## config.mk

```make
export PLATFORM = sky130hd
export DESIGN_NAME = thrift_compact_token_encoder
export DESIGN_NICKNAME = d
export VERILOG_FILES = /design/src/design/tcte_pkg.sv /design/src/design/thrift_compact_token_encoder.sv
export VERILOG_INCLUDE_DIRS = /design/src /design/src/design
export SDC_FILE = /design/constraint.sdc
export NUM_CORES = 1
export LEC_CHECK = 0
export BUFFER_PORTS_ARGS = -buffer_cell sky130_fd_sc_hd__buf_2
export CELL_PAD_IN_SITES_DETAIL_PLACEMENT = 1
export CELL_PAD_IN_SITES_GLOBAL_PLACEMENT = 2
export CORE_UTILIZATION = 42
export DETAILED_ROUTE_END_ITERATION = 16
export MAX_ROUTING_LAYER = met4
export PLACE_DENSITY = 0.87
export SYNTH_ARGS = -nofsm -noshare
export SYNTH_HDL_FRONTEND = slang
export SYNTH_SLANG_ARGS = --single-unit
```

## constraint.sdc

```tcl
create_clock -name clk_i -period 6.93 [get_ports clk_i]
set_clock_uncertainty 0.1 [all_clocks]
set_input_delay 0.693 -clock clk_i [delete_from_list [all_inputs] [get_ports clk_i]]
set_output_delay 0.693 -clock clk_i [all_outputs]
set_load 0.01 [all_outputs]
```

## src/design/thrift_compact_token_encoder_macros.svh

```systemverilog
// Assertion macros for the compact token encoder.
`ifndef THRIFT_COMPACT_TOKEN_ENCODER_MACROS_SVH
`define THRIFT_COMPACT_TOKEN_ENCODER_MACROS_SVH

`ifndef SYNTHESIS
// Checked on clk_i, off while rst_ni is low.
`define TCTE_ASSERT(lbl, prop) \
  lbl: assert property (@(posedge clk_i) disable iff (!rst_ni) prop) \
    else $error("tcte assertion failed");
// Checked on clk_i, also during reset.
`define TCTE_ASSERT_ALWAYS(lbl, prop) \
  lbl: assert property (@(posedge clk_i) prop) \
    else $error("tcte assertion failed");
`else
`define TCTE_ASSERT(lbl, prop)
`define TCTE_ASSERT_ALWAYS(lbl, prop)
`endif

`endif

```

## src/design/tcte_pkg.sv

```systemverilog
package tcte_pkg;

  localparam int unsigned CmdW      = 4;
  localparam int unsigned TypeW     = 4;
  localparam int unsigned IdW       = 16;
  localparam int unsigned SizeW     = 31;
  localparam int unsigned ValueW    = 64;
  localparam int unsigned ByteW     = 8;
  localparam int unsigned MaxBytes  = 10;
  localparam int unsigned CntW      = $clog2(MaxBytes + 1);
  localparam int unsigned BufW      = MaxBytes * ByteW;
  localparam int unsigned GroupW    = 7;

  localparam logic [7:0] BoolTrue   = 8'h11;
  localparam logic [7:0] BoolFalse  = 8'h12;
  localparam logic [7:0] ShortField = 8'h10;
  localparam logic [7:0] LongList   = 8'hF0;
  localparam logic [3:0] ShortListMax = 4'd14;
  localparam logic [3:0] MaxTypeSel = 4'd10;

  typedef enum logic [CmdW-1:0] {
    CmdRaw     = 4'd0,
    CmdBool    = 4'd1,
    CmdShortFld = 4'd2,
    CmdField   = 4'd3,
    CmdList    = 4'd4,
    CmdI16     = 4'd5,
    CmdI32     = 4'd6,
    CmdI64     = 4'd7,
    CmdUvarint = 4'd8
  } tcte_cmd_e;

  function automatic logic [3:0] type_code(input logic [TypeW-1:0] sel);
    return (sel <= MaxTypeSel) ? 4'(sel + 4'd2) : 4'd0;
  endfunction

endpackage

```

## src/design/thrift_compact_token_encoder.sv

```systemverilog
// Thrift compact-protocol token encoder.
// Input channel (in_valid_i/in_ready_o): one encode request per item, with
// cmd_i, type_sel_i, field_id_i, prev_id_i, list_size_i and value_i.
// Output channel (out_valid_o/out_ready_i): one encoded byte per item on
// out_byte_o, last_o high on the final byte of a request. Unknown commands
// produce no bytes.
// The first byte of a request is presented from the byte buffer once the
// request has passed the input register and been loaded there.
// Throughput: one byte per cycle while out_ready_i is high; a known command
// yields 1 to 10 bytes, and the next request is loaded into the byte buffer in
// the cycle its predecessor's last byte is taken, so bytes flow without gaps.
// A stalled receiver freezes the byte buffer; one further request waits in
// the input register, after which in_ready_o drops.
// Reset empties both the input register and the byte buffer.
`include "thrift_compact_token_encoder_macros.svh"

module thrift_compact_token_encoder (
  input  logic                              clk_i,
  input  logic                              rst_ni,
  input  logic                              in_valid_i,
  output logic                              in_ready_o,
  input  logic [tcte_pkg::CmdW-1:0]         cmd_i,
  input  logic [tcte_pkg::TypeW-1:0]        type_sel_i,
  input  logic signed [tcte_pkg::IdW-1:0]   field_id_i,
  input  logic signed [tcte_pkg::IdW-1:0]   prev_id_i,
  input  logic [tcte_pkg::SizeW-1:0]        list_size_i,
  input  logic [tcte_pkg::ValueW-1:0]       value_i,
  output logic                              out_valid_o,
  input  logic                              out_ready_i,
  output logic [tcte_pkg::ByteW-1:0]        out_byte_o,
  output logic                              last_o
);
  import tcte_pkg::*;

  // input register
  logic              in_valid_q;
  logic [CmdW-1:0]   cmd_q;
  logic [TypeW-1:0]  type_sel_q;
  logic [IdW-1:0]    field_id_q;
  logic [IdW-1:0]    prev_id_q;
  logic [SizeW-1:0]  list_size_q;
  logic [ValueW-1:0] value_q;

  // byte buffer
  logic [BufW-1:0]   buf_q, buf_d;
  logic [CntW-1:0]   cnt_q, cnt_d;

  logic              load;
  logic              out_take;

  // encode
  logic [3:0]        tc;
  logic [IdW:0]      delta;
  logic              fld_short;
  logic              list_short;
  logic [ValueW-1:0] vsrc;
  logic [69:0]       vext;
  logic [GroupW-1:0] grp [MaxBytes];
  logic [CntW-1:0]   vcnt;
  logic [BufW-1:0]   vbytes;
  logic [BufW-1:0]   enc_bytes;
  logic [CntW-1:0]   enc_cnt;
  logic [IdW-1:0]    zz16;
  logic [31:0]       zz32;
  logic [ValueW-1:0] zz64;

  assign out_valid_o = (cnt_q != '0);
  assign out_byte_o  = buf_q[ByteW-1:0];
  assign last_o      = (cnt_q == CntW'(1));
  assign out_take    = out_valid_o && out_ready_i;
  assign load        = in_valid_q && ((cnt_q == '0) || (last_o && out_ready_i));
  assign in_ready_o  = !in_valid_q || load;

  always_comb begin
    tc         = type_code(type_sel_q);
    delta      = {field_id_q[IdW-1], field_id_q} - {prev_id_q[IdW-1], prev_id_q};
    fld_short  = !delta[IdW] && (delta[IdW-1:4] == '0) && (delta[3:0] != 4'd0);
    list_short = (list_size_q[SizeW-1:4] == '0) && (list_size_q[3:0] <= ShortListMax);
    zz16       = {field_id_q[IdW-2:0], 1'b0} ^ {IdW{field_id_q[IdW-1]}};
    zz32       = {value_q[30:0], 1'b0} ^ {32{value_q[31]}};
    zz64       = {value_q[ValueW-2:0], 1'b0} ^ {ValueW{value_q[ValueW-1]}};
  end

  // varint of the selected operand
  always_comb begin
    unique case (cmd_q)
      CmdField: vsrc = {{(ValueW-IdW){1'b0}}, zz16};
      CmdList:  vsrc = {{(ValueW-SizeW){1'b0}}, list_size_q};
      CmdI32:   vsrc = {32'd0, zz32};
      CmdI64:   vsrc = zz64;
      default:  vsrc = value_q;
    endcase
    vext = {6'd0, vsrc};
    vcnt = CntW'(1);
    for (int i = 0; i < MaxBytes; i++) begin
      grp[i] = vext[GroupW*i +: GroupW];
      if (grp[i] != '0) vcnt = CntW'(i + 1);
    end
    for (int i = 0; i < MaxBytes; i++) begin
      vbytes[ByteW*i +: ByteW] = {(CntW'(i + 1) < vcnt), grp[i]};
    end
  end

  always_comb begin
    enc_bytes = '0;
    enc_cnt   = CntW'(1);
    unique case (cmd_q)
      CmdRaw: begin
        enc_bytes[ByteW-1:0] = value_q[ByteW-1:0];
      end
      CmdBool: begin
        enc_bytes[ByteW-1:0] = (value_q != '0) ? BoolTrue : BoolFalse;
      end
      CmdShortFld: begin
        enc_bytes[ByteW-1:0] = ShortField | {4'd0, tc};
      end
      CmdField: begin
        if (fld_short) begin
          enc_bytes[ByteW-1:0] = {delta[3:0], tc};
        end else begin
          enc_bytes = {vbytes[BufW-ByteW-1:0], 4'd0, tc};
          enc_cnt   = CntW'(vcnt + CntW'(1));
        end
      end
      CmdList: begin
        if (list_short) begin
          enc_bytes[ByteW-1:0] = {list_size_q[3:0], tc};
        end else begin
          enc_bytes = {vbytes[BufW-ByteW-1:0], LongList | {4'd0, tc}};
          enc_cnt   = CntW'(vcnt + CntW'(1));
        end
      end
      CmdI16: begin
        enc_bytes[2*ByteW-1:0] = {value_q[7:0], value_q[15:8]};
        enc_cnt = CntW'(2);
      end
      CmdI32, CmdI64, CmdUvarint: begin
        enc_bytes = vbytes;
        enc_cnt   = vcnt;
      end
      default: begin
        enc_cnt = '0;
      end
    endcase
  end

  always_comb begin
    buf_d = buf_q;
    cnt_d = cnt_q;
    if (load) begin
      buf_d = enc_bytes;
      cnt_d = enc_cnt;
    end else if (out_take) begin
      buf_d = {{ByteW{1'b0}}, buf_q[BufW-1:ByteW]};
      cnt_d = cnt_q - CntW'(1);
    end
  end

  always_ff @(posedge clk_i or negedge rst_ni) begin
    if (!rst_ni) begin
      in_valid_q <= 1'b0;
      cnt_q      <= '0;
    end else begin
      if (in_ready_o) begin
        in_valid_q <= in_valid_i;
      end
      cnt_q <= cnt_d;
    end
  end

  always_ff @(posedge clk_i) begin
    if (in_ready_o && in_valid_i) begin
      cmd_q       <= cmd_i;
      type_sel_q  <= type_sel_i;
      field_id_q  <= field_id_i;
      prev_id_q   <= prev_id_i;
      list_size_q <= list_size_i;
      value_q     <= value_i;
    end
    buf_q <= buf_d;
  end

  // a byte taken that is not the last leaves more bytes behind
  `TCTE_ASSERT(a_more_bytes, (out_take && !last_o) |=> out_valid_o)
  // a request held in the input register is not overwritten
  `TCTE_ASSERT(a_hold_req, (in_valid_q && !in_ready_o) |=> (in_valid_q && $stable(cmd_q)))
  // byte count never exceeds the longest encoding
  `TCTE_ASSERT_ALWAYS(a_cnt_range, cnt_q <= CntW'(MaxBytes))

endmodule
```

=== After elaboration in Yosys (flattened, before gate mapping) ===
Cells that the tools add are included.
Widths: inputs -> output; s select.

* Register bits: 220
* Output and inout port bits: 11

* $add $sub $neg: 4
* $lt $le $gt $ge: 12
* Equal/unequal tests: 9
* Muxes and demuxes: 26
* Bitwise gates (word level): 3
* Reductions and logical operators: 29

{| class="wikitable"
|+ Operators by type and width
! operator !! number
|-
| $pmux 64 s4 || 1
|-
| $pmux 64 s3 || 1
|-
| $mux 80 || 2
|-
| $mux 72 || 2
|-
| $reduce_bool 64->1 || 1
|-
| $xor 64x64->64 || 1
|-
| $pmux 8 s7 || 1
|-
| $reduce_bool 7->1 || 8
|-
| $mux 4 || 13
|-
| $pmux 8 s4 || 1
|-
| $xor 32x32->32 || 1
|-
| $logic_not 27->1 || 1
|-
| $pmux 4 s5 || 1
|-
| $sub 16x16->17 || 1
|-
| $eq 4x3->1 const B || 4
|-
| $lt 3x4->1 const A || 4
|-
| $mux 8 || 2
|-
| $xor 16x16->16 || 1
|-
| $logic_not 12->1 || 1
|-
| $lt 4x4->1 const A || 3
|-
| $eq 4x1->1 const B || 2
|-
| $eq 4x2->1 const B || 2
|-
| $le 4x4->1 const B || 2
|-
| $logic_not 4->1 || 2
|-
| other kinds (13) || 25
|}

=== Depth between registers and ports, before layout ===
* Depth after elaboration: 16
* Depth in mapped cells: 18

=== Least setup slack after synthesis ===
Ideal clock, no wire load.

* Kind: reg2reg
* Start point: register cnt_q[1]
* End point: register cmd_q[0], enable pin
* Arrival: 4147 ps
* Data required time: 6319 ps
* Slack: 2172 ps
* Stages on the path, launching flop included: 7
* Buffers on the path: 0
* Clock period less this slack: 4758 ps
* Cell sequence: dfrtp_1 -> inv_1 -> ha_1 -> and2_1 -> a21oi_1 -> nand2_1 -> and2_1

* Cells in the longest elaborated chain, start to end: 6
* Elaborated cells between the ends (all ways): 7
* Classes of those cells: eq/ne: 1; reduce/logical: 6

{| class="wikitable"
|+ RTL lines
! element !! RTL line !! source
|-
| from (decl) || thrift_compact_token_encoder.sv:46 || <nowiki>logic [CntW-1:0] cnt_q, cnt_d;</nowiki>
|-
| from (signal assigned) || thrift_compact_token_encoder.sv:167 || <nowiki>cnt_q <= cnt_d;</nowiki>
|-
| $eq 4x1->1 || thrift_compact_token_encoder.sv:69 || <nowiki>assign last_o = (cnt_q == CntW'(1));</nowiki>
|-
| via last_o || thrift_compact_token_encoder.sv:31 || <nowiki>output logic last_o</nowiki>
|-
| $logic_and 1x1->1 || thrift_compact_token_encoder.sv:71 || <nowiki>assign load = in_valid_q && ((cnt_q == '0) || (last_o && out_ready_i));</nowiki>
|-
| $logic_or 1x1->1 || thrift_compact_token_encoder.sv:71 ||
|-
| $logic_and 1x1->1 || thrift_compact_token_encoder.sv:71 ||
|-
| $logic_or 1x1->1 || thrift_compact_token_encoder.sv:72 || <nowiki>assign in_ready_o = !in_valid_q || load;</nowiki>
|-
| via in_ready_o || thrift_compact_token_encoder.sv:21 || <nowiki>output logic in_ready_o,</nowiki>
|-
| $logic_and 1x1->1 || thrift_compact_token_encoder.sv:172 || <nowiki>if (in_ready_o && in_valid_i) begin</nowiki>
|-
| to (signal assigned) || thrift_compact_token_encoder.sv:173 || <nowiki>cmd_q <= cmd_i;</nowiki>
|-
| to (decl) || thrift_compact_token_encoder.sv:37 || <nowiki>logic [CmdW-1:0] cmd_q;</nowiki>
|}

The timed path passes the listed nets, and every way through them passes these cells.
A chain may end at the register's enable or synchronous reset.

=== Worst setup path in the final report ===
* Start point: register cmd_q[0]
* End point: register buf_q[55] (data pin)

* Cells in the longest elaborated chain, start to end: 16
* Elaborated cells between the ends (all ways): 30
* Classes of those cells: order compare: 2; eq/ne: 5; mux: 14; reduce/logical: 9

{| class="wikitable"
|+ RTL lines
! element !! RTL line !! source
|-
| $eq 4x3->1 / $eq 4x2->1 (equally long branches) || thrift_compact_token_encoder.sv:86, thrift_compact_token_encoder.sv:107 ||
|-
| $pmux 64 s4 || thrift_compact_token_encoder.sv:86 || <nowiki>unique case (cmd_q)</nowiki>
|-
| $reduce_bool 7->1 || thrift_compact_token_encoder.sv:97 || <nowiki>if (grp[i] != '0) vcnt = CntW'(i + 1);</nowiki>
|-
| $mux 2 || thrift_compact_token_encoder.sv:97 ||
|-
| $mux 4 (8 in series) || thrift_compact_token_encoder.sv:97 ||
|-
| $lt 3x4->1 || thrift_compact_token_encoder.sv:100 || <nowiki>vbytes[ByteW*i +: ByteW] = {(CntW'(i + 1) < vcnt), grp[i]};</nowiki>
|-
| $mux 72 (on tied branches) || thrift_compact_token_encoder.sv:126, thrift_compact_token_encoder.sv:118 ||
|-
| $pmux 64 s3 (*) || thrift_compact_token_encoder.sv:107 || <nowiki>unique case (cmd_q)</nowiki>
|-
| $mux 80 (*) || thrift_compact_token_encoder.sv:150 || <nowiki>if (load) begin</nowiki>
|-
| via buf_d[55] || thrift_compact_token_encoder.sv:45 || <nowiki>logic [BufW-1:0] buf_q, buf_d;</nowiki>
|-
| to (signal assigned) || thrift_compact_token_encoder.sv:180 || <nowiki>buf_q <= buf_d;</nowiki>
|-
| to (decl) || thrift_compact_token_encoder.sv:45 ||
|}

The timed path passes the listed nets; every way through them passes the cells marked *.

==> flow_summary.json <==
{
  "max_freq_mhz": 200.4,
  "finalInstanceArea_sq_um": 14330,
  "antenna_left": 0,
  "synth_top_family_by_area": "compound AO/OA/AOI/OAI gates",
  "grt_overflow_total": 0,
  "grt_setup_unrepaired": "false",
  "post-cts-setup-buffers": 0,
  "ys_dominant_reg_cell": "edfxtp_1",
  "numPortBuffers": 149,
  "synth_area_leader_cell": "edfxtp_1",
  "reg2reg_slack_ns": 1.94,
  "hpwlAfterDp_microns": 30600,
  "synth_mux_area_share_pct": 0.7614,
  "ys_types": 77,
  "status": "complete, no violations",
  "cts_sinks": 220,
  "postSynthAreaPerCell_sq_um": 10.89,
  "clk_path_buf_depth": 3,
  "required_ns": 7.10,
  "finalCritPeriodShare_pct": 72.00,
  "drive_above_1_share_pct": 17.41,
  "numCtsBuffers": 25,
  "synth_area_sq_um": 12490,
  "vias_per_cell": 6.098,
  "synth_compound_area_share_pct": 20.49,
  "yosysSeqAreaShare_pct": 52.69,
  "cts_tree": "built",
  "p_per_area_nw_per_um2": 416.7,
  "yosys.area_share.simple_pct": 11.70,
  "regToRegEndpoint": "buf_q[55]",
  "drt-pass1-iter-count": 6,
  "r2r-start": "cmd_q[0]",
  "fin_crit_ns": 4.989,
  "htree_levels": 1,
  "final-setup-viol-count": 0,
  "drt_wl_total_microns": 41280,
  "cp-endpoint": "buf_q[55]",
  "crit_start": "cmd_q[0]",
  "yosys_warnings": 0,
  "netlist_instances": 1147,
  "first_global_vias": 9997,
  "synth_area_leaders": "edfxtp_1 (52%), o21ai_0 (5.2%), xor2_1 (4.8%)",
  "synth_xor_area_share_pct": 7.153,
  "holdCritPathClass": "in2reg",
  "cap_violations": 0,
  "cts_root_buffer": "clkbuf_16",
  "cp_max_fo": 24,
  "hold_violations": 0,
  "ir_drop_mv": 0.2369,
  "crit_arrival_ns": 5.16,
  "slew_headroom_pct": 21.89,
  "drt_iter0_drc": 1179,
  "nets": 1430,
  "yosys.area_share.adder_pct": 2.665,
  "grt_pass1_wl_microns": 62230,
  "end_kind": "flip-flop",
  "start_kind": "flip-flop",
  "grtUsageTotal_pct": 27.81,
  "tightest_slew_ns": 1.167,
  "synth_top_area_share_pct": 51.69,
  "wl_per_cell_microns": 24.79,
  "diodes": 0,
  "area_growth_pct": 14.73,
  "async_flop_share_pct": 2.273,
  "placed_cell_area_sq_um": 13490,
  "core_sq_um": 29010,
  "synth_seq_cells": 220,
  "start_util_pct": 43.05,
  "cts.reportedPaths.clkPinSlew_ns": 0.06,
  "rr_worst_depth": 16,
  "synth_edf_count": 215,
  "place_congestion": 0.9713,
  "worst_skew_pair.late_latency_ns": 0.52,
  "crit_type": "reg2reg",
  "die_h_microns": 174.4,
  "grt_max_degree": 83,
  "die_area_sq_um": 30430,
  "antenna_found_initial": 0,
  "fp.dieW_microns": 174.4,
  "maxSlewViolCount": 0,
  "drc": 0,
  "setup_tns_ns": 0,
  "ios": 150,
  "power.leakage_nw": 5.287,
  "vias": 10154,
  "core.rowCount": 62
}
==> how the worst min path moves through the flow <==
| stage | cells past startpoint | startpoint | end | slack [ns] |
|---|---|---|---|---|
| floorplan | 0 | rst_ni | cnt_q[0] | 0.30 |
| detailed placement | 2 | buf_q[10] | buf_q[2] | 0.41 |
| global placement | 2 | cnt_q[3] | cnt_q[3] | 0.39 |
| CTS | 1 | value_i[21] | value_q[21] | 0.23 |
| finish | 1 | value_i[21] | value_q[21] | 0.24 |
| global route | 1 | value_i[27] | value_q[27] | 0.23 |
==> layer usage <==
| layer | vias to the layer above | global-route usage (%) | wire length [microns] |
|---|---|---|---|
| met1 | 5021 | 41.07 | 19150 |
| li1 | 4638 | - | - |
| met4 | 0 | 6.908 | 972 |
| met3 | 47 | 3.915 | 3076 |
| met2 | 448 | 39.86 | 18080 |
| met5 | - | - | 0 |
==> metrics by stage <==
stage	util, %	setup slack, ns	power, mW	std cells	hold WS [ns]
after CTS	49.39	2.023	5.976	1665	0.2255
final	49.39	1.941	5.970	1665	0.2442
after global placement	46.51	2.197	4.538	1621	0.3938
after detailed placement	46.51	2.040	4.613	1621	0.4132
after global routing	49.39	1.555	6.280	1665	0.2331
after floorplan	-	2.172	3.889	1152	0.2974
==> flip-flops by register name (all words and copies together), names as in the netlist <==
signal       count
type_sel_q       4
list_size_q     31
value_q         64
cnt_q            4
buf_q           80
in_valid_q       1
prev_id_q       16
cmd_q            4
field_id_q      16
==> cell usage after synthesis (6+ instances only) <==
library cell	n
edfxtp_1	215
o21ai_0	130
nand2_1	98
xor2_1	69
nor2_1	63
a21oi_1	41
clkbuf_1	40
inv_1	40
a22oi_1	39
xnor2_1	33
ha_1	25
nor4_1	23
a222oi_1	19
a22o_1	16
buf_2	15
nand3_1	15
buf_4	14
buf_1	12
nand2b_1	12
a211oi_1	11
a21o_1	11
a221oi_1	11
nand4_1	11
a31oi_1	10
nor3_1	10
o21a_1	10
and3_1	9
o221ai_1	9
a221o_1	8
and2_1	8
a32oi_1	7
or3_1	7
nand4b_1	6
nor2b_1	6
o22ai_1	6
==> layout by cell type (no fill, tap or decap), types with 10 or more instances in the layout <==
| cell | netlist | routed |
|---|---|---|
| a22oi_1 | 39 | 39 |
| a21oi_1 | 41 | 41 |
| ha_1 | 25 | 25 |
| clkbuf_16 | 0 | 25 |
| a211oi_1 | 11 | 11 |
| a22o_1 | 16 | 16 |
| buf_4 | 14 | 20 |
| xor2_1 | 69 | 69 |
| a21o_1 | 11 | 11 |
| o21a_1 | 10 | 10 |
| a31oi_1 | 10 | 10 |
| nand3_1 | 15 | 15 |
| xnor2_1 | 33 | 33 |
| nor3_1 | 10 | 10 |
| edfxtp_1 | 215 | 215 |
| nor2_1 | 63 | 63 |
| nand2b_1 | 12 | 11 |
| nand4_1 | 11 | 11 |
| inv_1 | 40 | 39 |
| buf_2 | 15 | 149 |
| o21ai_0 | 130 | 130 |
| a221oi_1 | 11 | 11 |
| nor4_1 | 23 | 23 |
| nand2_1 | 98 | 98 |
| a222oi_1 | 19 | 19 |
==> report_power, final <==
part           switching (mW)  total, mW  internal, mW
logic                    1.39       2.15         0.762
registers               0.372       2.47          2.10
clock network           0.523       1.35         0.828
==> cells by family after synthesis <==
group           count (synthesis)
compound gates                375
simple gates                  291
flops                         220
buf+inv                       125
xor+xnor                      102
fa+ha+maj                      26
mux                             7
other cells                     1
==> critical path, stage by stage (launching register included) <==
cell and delay [ns]:
edfxtp_1 0.56, buf_4 0.38, mux2i_4 0.62, nor2_1 0.18, buf_4 0.26, o32ai_1 0.49, nand4b_1 0.17, nor4_1 0.46
and2b_1 0.25, nor2_1 0.05, nor2_1 0.11, o21ai_0 0.14, ha_1 0.28, inv_1 0.11, and2_1 0.17, nor2_1 0.05
a221o_1 0.30
==> cell type report <==
cell class / count / area (sq um)
Clock buffer: 33 / 675.6
Clock inverter: 10 / 150.1
Fill cell: 3171 / 14680
Inverter: 41 / 153.9
Multi-Input combinational cell: 807 / 5381
Sequential cell: 220 / 6581
Tap cell: 384 / 480.5
Timing Repair Buffer: 170 / 905.9
==> what timing repair did <==
| action | in CTS | in global routing |
|---|---|---|
| hold buffers | 1 | 0 |
| setup endpoints to repair | 0 | 0 |
| resized for setup | 0 | 0 |
| hold endpoints to repair | 5 | 0 |
(Power assumes the default switching activity.)
